==> src/sv/i2cm_pkg.sv <==
// Package for the I2C master byte sequencer: command codes, beat types,
// bus phase counts. Used by the input register, engine, top level and testbench.
package i2cm_pkg;

	// Active command codes; idle marks no sequence in progress
	localparam logic [2:0] CMD_START = 3'd0;
	localparam logic [2:0] CMD_STOP  = 3'd1;
	localparam logic [2:0] CMD_WRITE = 3'd2;
	localparam logic [2:0] CMD_READ  = 3'd3;
	localparam logic [2:0] CMD_IDLE  = 3'd4;

	// Phase counts per command
	localparam logic [4:0] START_PHASES = 5'd2;
	localparam logic [4:0] STOP_PHASES  = 5'd3;
	localparam logic [4:0] BYTE_PHASES  = 5'd18;
	// Phase index where data bits end and the acknowledge bit begins
	localparam logic [4:0] ACK_PHASE    = 5'd16;
	localparam logic [4:0] ACK_HIGH     = 5'd17;

	localparam logic [9:0] TPP_RESET    = 10'd50;

	// Input beat kinds
	localparam logic KIND_CMD  = 1'b0;
	localparam logic KIND_TICK = 1'b1;

	typedef struct packed {
		logic       kind;
		logic [1:0] command;
		logic [7:0] tx_byte;
		logic       send_ack;
		logic       sda_sample;
	} in_beat_t;

	function automatic logic [4:0] phase_total(input logic [2:0] cmd);
		logic [4:0] n;
		n = BYTE_PHASES;
		if (cmd == CMD_START) n = START_PHASES;
		else if (cmd == CMD_STOP) n = STOP_PHASES;
		return n;
	endfunction

endpackage

==> src/sv/i2cm_in_reg.sv <==
// Input register of the I2C master byte sequencer: unpacks and holds one beat.
// Depends on i2cm_pkg.
module i2cm_in_reg
	import i2cm_pkg::*;
(
	input  logic        clk,
	input  logic        arst_n,
	input  logic        s_tvalid,
	output logic        s_tready,
	input  logic [15:0] s_tdata,   // command[1:0], tx_byte[9:2], send_ack[10], sda_sample[11]
	input  logic        s_tuser,   // kind
	input  logic        take,
	output logic        valid_s1,
	output in_beat_t    beat_s1
);

	// Accept while empty or while the held beat moves on
	assign s_tready = !valid_s1 || take;

	// Track occupancy
	always_ff @(posedge clk or negedge arst_n) begin
		if (!arst_n) begin
			valid_s1 <= 1'b0;
		end else if (s_tready) begin
			valid_s1 <= s_tvalid;
		end
	end

	// Capture payload
	always_ff @(posedge clk) begin
		if (s_tready && s_tvalid) begin
			beat_s1.kind       <= s_tuser;
			beat_s1.command    <= s_tdata[1:0];
			beat_s1.tx_byte    <= s_tdata[9:2];
			beat_s1.send_ack   <= s_tdata[10];
			beat_s1.sda_sample <= s_tdata[11];
		end
	end

endmodule

==> src/sv/i2cm_engine.sv <==
// Sequencer state and result register of the I2C master byte sequencer.
// Steps the bus state for one beat per cycle while the result slot is free or being drained. Depends on i2cm_pkg.
module i2cm_engine
	import i2cm_pkg::*;
(
	input  logic        clk,
	input  logic        arst_n,
	input  logic        valid_s1,
	input  in_beat_t    beat_s1,
	input  logic [9:0]  tpp,
	output logic        take,
	output logic        m_tvalid,
	input  logic        m_tready,
	output logic [15:0] m_tdata
);

	logic [2:0] cmd_q, cmd_d;
	logic [4:0] phase_q, phase_d;
	logic [9:0] tick_q, tick_d;
	logic [7:0] shift_q, shift_d;
	logic       ackc_q, ackc_d;
	logic [7:0] rx_q, rx_d;
	logic       nack_q, nack_d;
	logic       scl_q, scl_d;
	logic       sda_q, sda_d;
	logic       done_d, rej_d;
	logic [10:0] tick_inc;

	// Move a beat whenever the result slot is free or being drained
	assign take = valid_s1 && (!m_tvalid || m_tready);
	assign tick_inc = {1'b0, tick_q} + 11'd1;

	// Next state for the held beat
	always_comb begin
		logic [2:0] ec;
		logic [4:0] ep;
		logic       enter;
		cmd_d = cmd_q; phase_d = phase_q; tick_d = tick_q; shift_d = shift_q;
		ackc_d = ackc_q; rx_d = rx_q; nack_d = nack_q; scl_d = scl_q; sda_d = sda_q;
		done_d = 1'b0; rej_d = 1'b0;
		enter = 1'b0;
		ec = cmd_q;
		ep = phase_q;
		if (beat_s1.kind == KIND_CMD) begin
			if (cmd_q != CMD_IDLE) begin
				rej_d = 1'b1;
			end else begin
				ec = {1'b0, beat_s1.command};
				ep = 5'd0;
				cmd_d = ec;
				phase_d = 5'd0;
				tick_d = 10'd0;
				if (ec == CMD_WRITE) shift_d = beat_s1.tx_byte;
				else if (ec == CMD_READ) shift_d = 8'd0;
				if (ec == CMD_READ) ackc_d = beat_s1.send_ack;
				enter = 1'b1;
			end
		end else if (cmd_q != CMD_IDLE) begin
			if (tick_inc >= {1'b0, tpp}) begin
				tick_d = 10'd0;
				// Sample at the end of the phase
				if (cmd_q == CMD_WRITE) begin
					if (phase_q < ACK_PHASE && phase_q[0]) shift_d = {shift_q[6:0], 1'b0};
					else if (phase_q == ACK_HIGH) nack_d = beat_s1.sda_sample;
				end else if (cmd_q == CMD_READ) begin
					if (phase_q < ACK_PHASE && phase_q[0])
						shift_d = {shift_q[6:0], beat_s1.sda_sample};
				end
				ep = phase_q + 5'd1;
				if (ep >= phase_total(cmd_q)) begin
					// Finish the command
					if (cmd_q == CMD_START || cmd_q == CMD_WRITE) begin
						scl_d = 1'b0;
					end else if (cmd_q == CMD_READ) begin
						scl_d = 1'b0;
						rx_d = shift_d;
					end
					cmd_d = CMD_IDLE;
					phase_d = 5'd0;
					done_d = 1'b1;
				end else begin
					phase_d = ep;
					enter = 1'b1;
				end
			end else begin
				tick_d = tick_inc[9:0];
			end
		end
		// Set line levels on entry to a phase
		if (enter) begin
			unique case (ec)
				CMD_START: begin
					scl_d = 1'b1;
					sda_d = (ep == 5'd0);
				end
				CMD_STOP: begin
					scl_d = (ep != 5'd0);
					sda_d = (ep == 5'd2);
				end
				CMD_WRITE: begin
					if (ep[0]) begin
						scl_d = 1'b1;
					end else begin
						scl_d = 1'b0;
						sda_d = (ep < ACK_PHASE) ? shift_d[7] : 1'b1;
					end
				end
				CMD_READ: begin
					if (ep[0]) begin
						scl_d = 1'b1;
					end else begin
						scl_d = 1'b0;
						sda_d = (ep < ACK_PHASE) ? 1'b1 : !ackc_d;
					end
				end
				default: begin
				end
			endcase
		end
	end

	// Advance sequencer state on each moved beat
	always_ff @(posedge clk or negedge arst_n) begin
		if (!arst_n) begin
			cmd_q <= CMD_IDLE;
			phase_q <= 5'd0;
			tick_q <= 10'd0;
			shift_q <= 8'd0;
			ackc_q <= 1'b0;
			rx_q <= 8'd0;
			nack_q <= 1'b0;
			scl_q <= 1'b1;
			sda_q <= 1'b1;
		end else if (take) begin
			cmd_q <= cmd_d;
			phase_q <= phase_d;
			tick_q <= tick_d;
			shift_q <= shift_d;
			ackc_q <= ackc_d;
			rx_q <= rx_d;
			nack_q <= nack_d;
			scl_q <= scl_d;
			sda_q <= sda_d;
		end
	end

	// Result valid
	always_ff @(posedge clk or negedge arst_n) begin
		if (!arst_n) begin
			m_tvalid <= 1'b0;
		end else if (take) begin
			m_tvalid <= 1'b1;
		end else if (m_tready) begin
			m_tvalid <= 1'b0;
		end
	end

	// Result payload
	always_ff @(posedge clk) begin
		if (take) begin
			m_tdata <= {2'b00, rej_d, nack_d, rx_d, done_d, (cmd_d != CMD_IDLE), sda_d, scl_d};
		end
	end

endmodule

==> src/sv/i2c_master_byte_sequencer.sv <==
// Top level of the I2C master byte sequencer: config register, input
// register and sequencer engine. Depends on i2cm_pkg, i2cm_in_reg, i2cm_engine.
//
//  channel  | direction | beat contents
//  ---------+-----------+----------------------------------------------
//  s_*      | in        | tuser kind; tdata command, tx_byte, send_ack, sda
//  m_*      | out       | tdata scl, sda, busy, done, rx_byte, nack, rejected
//  cfg_*    | in        | ticks_per_phase, written when cfg_wen is high
//
// One result beat per input beat; a beat is taken every cycle while no stall on m_tready holds the result.
// Each beat passes through the input register, then the sequencer step into the
// result register.
// Reset releases both lines, goes idle and sets ticks_per_phase to 50.
// A stall on m_tready holds the result; one more beat waits in the input register.
module i2c_master_byte_sequencer
	import i2cm_pkg::*;
(
	input  logic        clk,
	input  logic        arst_n,
	input  logic        s_tvalid,
	output logic        s_tready,
	input  logic [15:0] s_tdata,   // command[1:0], tx_byte[9:2], send_ack[10], sda_sample[11]
	input  logic        s_tuser,   // kind
	output logic        m_tvalid,
	input  logic        m_tready,
	output logic [15:0] m_tdata,   // scl[0], sda[1], busy[2], done[3], rx_byte[11:4],
	                               // nack_seen[12], rejected[13]
	input  logic        cfg_wen,
	input  logic [9:0]  cfg_wdata
);

	logic [9:0] tpp_q;
	logic       valid_s1;
	in_beat_t   beat_s1;
	logic       take;

	// Hold ticks_per_phase
	always_ff @(posedge clk or negedge arst_n) begin
		if (!arst_n) begin
			tpp_q <= TPP_RESET;
		end else if (cfg_wen) begin
			tpp_q <= cfg_wdata;
		end
	end

	i2cm_in_reg u_in (
		.clk      (clk),
		.arst_n   (arst_n),
		.s_tvalid (s_tvalid),
		.s_tready (s_tready),
		.s_tdata  (s_tdata),
		.s_tuser  (s_tuser),
		.take     (take),
		.valid_s1 (valid_s1),
		.beat_s1  (beat_s1)
	);

	i2cm_engine u_eng (
		.clk      (clk),
		.arst_n   (arst_n),
		.valid_s1 (valid_s1),
		.beat_s1  (beat_s1),
		.tpp      (tpp_q),
		.take     (take),
		.m_tvalid (m_tvalid),
		.m_tready (m_tready),
		.m_tdata  (m_tdata)
	);

endmodule

==> config.mk <==
export PLATFORM = sky130hd
export DESIGN_NAME = i2c_master_byte_sequencer
export DESIGN_NICKNAME = d
export VERILOG_FILES = /design/src/sv/i2cm_pkg.sv /design/src/sv/i2cm_in_reg.sv /design/src/sv/i2cm_engine.sv /design/src/sv/i2c_master_byte_sequencer.sv
export SDC_FILE = /design/constraint.sdc
export NUM_CORES = 1
export LEC_CHECK = 0
export BUFFER_PORTS_ARGS = -buffer_cell sky130_fd_sc_hd__buf_2
export CAP_MARGIN = 20
export CORE_AREA = 2 2 93 86
export DETAILED_ROUTE_END_ITERATION = 6
export DIE_AREA = 0 0 95 88
export PLACE_DENSITY = 0.86
export SETUP_SLACK_MARGIN = 0.3
export SLEW_MARGIN = 20
export SYNTH_ARGS = -nofsm -noshare
export SYNTH_HDL_FRONTEND = slang
export SYNTH_HIERARCHICAL = 1
export SYNTH_SLANG_ARGS = --single-unit
==> constraint.sdc <==
create_clock -name clk -period 4.1 [get_ports clk]
set_input_delay 0 -clock clk [delete_from_list [all_inputs] [get_ports clk]]
set_output_delay 0 -clock clk [all_outputs]
set_load 0.02 [all_outputs]
==> flow_metrics.env <==
export IMPL_status="completed"
export IMPL_grt_max_degree=51
export IMPL_drv_cap=0
export IMPL_clock_path_buffers=2
export IMPL_crit_chain="ha_1 -> nand2_1 -> nor2_4 -> and3_1 -> xor2_1 -> ha_1 -> nand3_1 -> o221ai_2 -> and2_4 -> o311ai_1 -> a21oi_1 -> o311ai_2 -> o311ai_2 -> mux2_2"
export IMPL_ys_ff_latch=77
export IMPL_final_setup_worst_slack_ns=0.548
export IMPL_peakVddDrop_mv=0.296
export IMPL_critical_path_class="flop to flop"
export IMPL_final_antenna_net_count=0
export IMPL_setup_viol=0
export IMPL_dp_hpwl_microns=6090
export IMPL_synth_main_ff_cell="dfrtp_1"
export IMPL_syn_area_per_cell_sq_um=10.8
export IMPL_p_leak_nw=2.18
export IMPL_diodes=0
export IMPL_grt_antenna_before_repair=0
export IMPL_rows=30
export IMPL_cts_buffers=9
export IMPL_routedWlPerCell_microns=17.8
export IMPL_num_vias=3526
export IMPL_finalCritPeriodShare=0.866
export IMPL_area_delta_synth_final_pct=17.8
export IMPL_nFillCells=512
export IMPL_root_buffer="clkbuf_8"
export IMPL_die_area_sq_um=8360
export IMPL_power_density_nw_per_um2=343
export IMPL_finish_net_count=512
export IMPL_fp_coreArea_sq_um=7390
export IMPL_clock_latency_ns=0.36
export IMPL_drtIter0Drc=482
export IMPL_netlist_area_leader_share=0.258
export IMPL_slowest_stage="dfrtp_1"
export IMPL_start_kind="flop"
export IMPL_relSlewSlack=0.502
export IMPL_rsz0062_at_grt="false"
export IMPL_finClkSkew_ns=0.00922
export IMPL_dp_slack_ns=0.331
export IMPL_clkSinkCount=77
export IMPL_fmax_mhz=282
export IMPL_ys_seq_area_frac=0.486
export IMPL_required_ns=4.21
export IMPL_worst_slew_pin_slew_ns=0.747
export IMPL_period_needed_ns=3.55
export IMPL_grt_pass1_wl_microns=16300
export IMPL_yosys_area_top_type="dfrtp_1"
export IMPL_dieWidth_microns=95
export IMPL_htree_levels=3
export IMPL_drc=0
export IMPL_hold_path_class="primary input to flop"
export IMPL_firstDrtPassIters=6
export IMPL_initial_core_util=0.576
export IMPL_tns_ns=0
export IMPL_path_buf_inv=0
export IMPL_synth_edf_count=27
export IMPL_wirelength_microns=10000
export IMPL_dpl_cell_area_sq_um=4520
export IMPL_crit_family="compound AO/OA/AOI/OAI gates"
export IMPL_slew_viol_final=0
export IMPL_place_gp_congestion=0.939
export IMPL_viasPerCell=6.25
export IMPL_fin_area_sq_um=5020
export IMPL_layout_drive_gt1_share=0.261
export IMPL_finalHoldViolCount=0
export IMPL_grt_pass1_vias=3425
export IMPL_path_clk_slew_ns=0.09
export IMPL_numPortBuffers=43
export IMPL_fp_dieH_microns=88
export IMPL_ys_top_cells_by_area="dfrtp_1 (26%), edfxtp_1 (19%), ha_1 (5.0%), dfstp_2 (3.7%), mux2_2 (3.7%)"
export IMPL_endpoint_kind="flop"
export IMPL_gr_total_overflow=0
export IMPL_track_usage=0.252
export IMPL_cp_max_fo=6
export IMPL_crit_path_max_incr_delay_ns=0.42
export IMPL_netlist_instances=395
export IMPL_synthDistinctLibCells=66
export IMPL_synth_area_sq_um=4260
export IMPL_io_pins=50
export IMPL_cp_arrival_ns=3.66
export IMPL_layout_common_cells="buf_2 (43), dfrtp_1 (43), nand2_1 (41)"
export IMPL_cts_tree="done"
export IMPL_async_flop_share=0.649
export IMPL_synth_warnings=6
==> final cells by class <==
type | count | area, sq um | share of cell area
Timing Repair Buffer | 75 | 520 | 0.104
Clock buffer | 9 | 124 | 0.0247
Tap cell | 96 | 120 | 0.0239
Sequential cell | 77 | 2070 | 0.413
Clock inverter | 7 | 58.8 | 0.0117
Inverter | 18 | 67.6 | 0.0135
Multi-Input combinational cell | 282 | 2060 | 0.410
==> path summary, 6_finish.rpt <==
check,start,endpoint,slack (ns),depth (start not counted)
min in group asynchronous,arst_n,tpp_q[3]$_DFFE_PN0P_,0.32,3
worst min-delay path,cfg_wen,tpp_q[1]$_DFFE_PN1P_,0.11,2
worst max-delay path,u_eng/tick_q[1]$_DFFE_PN0P_,u_eng/m_tdata[1]$_DFFE_PP_,0.55,14
worst max register to register,u_eng/tick_q[1]$_DFFE_PN0P_,u_eng/m_tdata[1]$_DFFE_PP_,0.55,14
worst min register to register,u_eng/rx_q[7]$_DFFE_PN0P_,u_eng/rx_q[7]$_DFFE_PN0P_,0.49,2
max in group asynchronous,arst_n,u_eng/phase_q[1]$_DFFE_PN0P_,3.33,3
==> logic make-up after synthesis <==
logic type / count (synthesis) / share of synthesized area
AO/OA/AOI/OAI: 100 / 0.167
buffers and inverters: 37 / 0.0438
adder cells (fa/ha/maj): 17 / 0.0499
flip-flops: 77 / 0.486
other: 1 / 0.000880
AND/OR/NAND/NOR: 121 / 0.141
multiplexers: 32 / 0.0910
XOR/XNOR: 10 / 0.0206
==> per-stage QoR <==
step | hold slack, ns | utilization | std cells | power (mW)
2_1_floorplan | -0.296 | - | 396 | 1.08
3_3_place_gp | 0.143 | 0.611 | 521 | 1.15
3_5_place_dp | 0.151 | 0.611 | 521 | 1.16
4_1_cts | 0.106 | 0.672 | 563 | 1.71
5_1_grt | 0.112 | 0.679 | 564 | 1.80
6_report | 0.108 | 0.679 | 564 | 1.72
==> metal layers <==
metal / share of wire / vias to the layer above / global-route usage / wire length (microns)
li1: - / 1587 / - / -
met4: 0.029 / 0 / 0.0988 / 286
met1: 0.40 / 1693 / 0.340 / 4030
met5: 0 / - / 0 / 0
met3: 0.080 / 36 / 0.0456 / 801
met2: 0.49 / 210 / 0.410 / 4900
==> flip-flops by register name (all words and copies together) (netlist names) <==
name,cells
tpp_q,10
u_eng/ackc_q,1
u_eng/cmd_q,3
u_eng/m_tdata,14
u_eng/m_tvalid,1
u_eng/nack_q,1
u_eng/phase_q,5
u_eng/rx_q,8
u_eng/scl_q,1
u_eng/sda_q,1
u_eng/shift_q,8
u_eng/tick_q,10
u_in/beat_s1,13
u_in/valid_s1,1
==> repair_timing <==
action | in CTS | in global routing
setup endpoints to repair | 1 | 19
endpoints found under the hold margin | 69 | 0
buffers inserted | 0 | 1
pin swaps | 0 | 3
gates cloned | 0 | 0
hold buffers | 26 | 0
gates resized for setup | 1 | 14
==> Yosys cell counts (5+ instances only) <==
| master | count |
|---|---|
| buf_4 | 5 |
| a21oi_2 | 5 |
| o21ai_0 | 24 |
| a22oi_1 | 7 |
| a21oi_1 | 13 |
| mux2_2 | 14 |
| inv_1 | 17 |
| edfxtp_1 | 27 |
| nor2b_1 | 5 |
| dfstp_2 | 6 |
| a31oi_1 | 6 |
| nand2b_1 | 6 |
| ha_1 | 17 |
| a22o_1 | 9 |
| buf_2 | 5 |
| nor2_1 | 22 |
| mux2i_1 | 8 |
| nand3_1 | 14 |
| dfrtp_1 | 44 |
| xor2_1 | 6 |
| nand2_1 | 42 |
| clkbuf_1 | 6 |
| mux2_4 | 10 |
==> where the power goes <==
part	internal [mW]	total, mW	leakage (nW)	switching, mW
combinational	0.125	0.281	1.19	0.156
sequential	0.857	0.903	0.903	0.0463
clock	0.229	0.539	0.0921	0.310
total	1.21	1.72	2.18	0.512
Power figures use the tool's default switching activity.
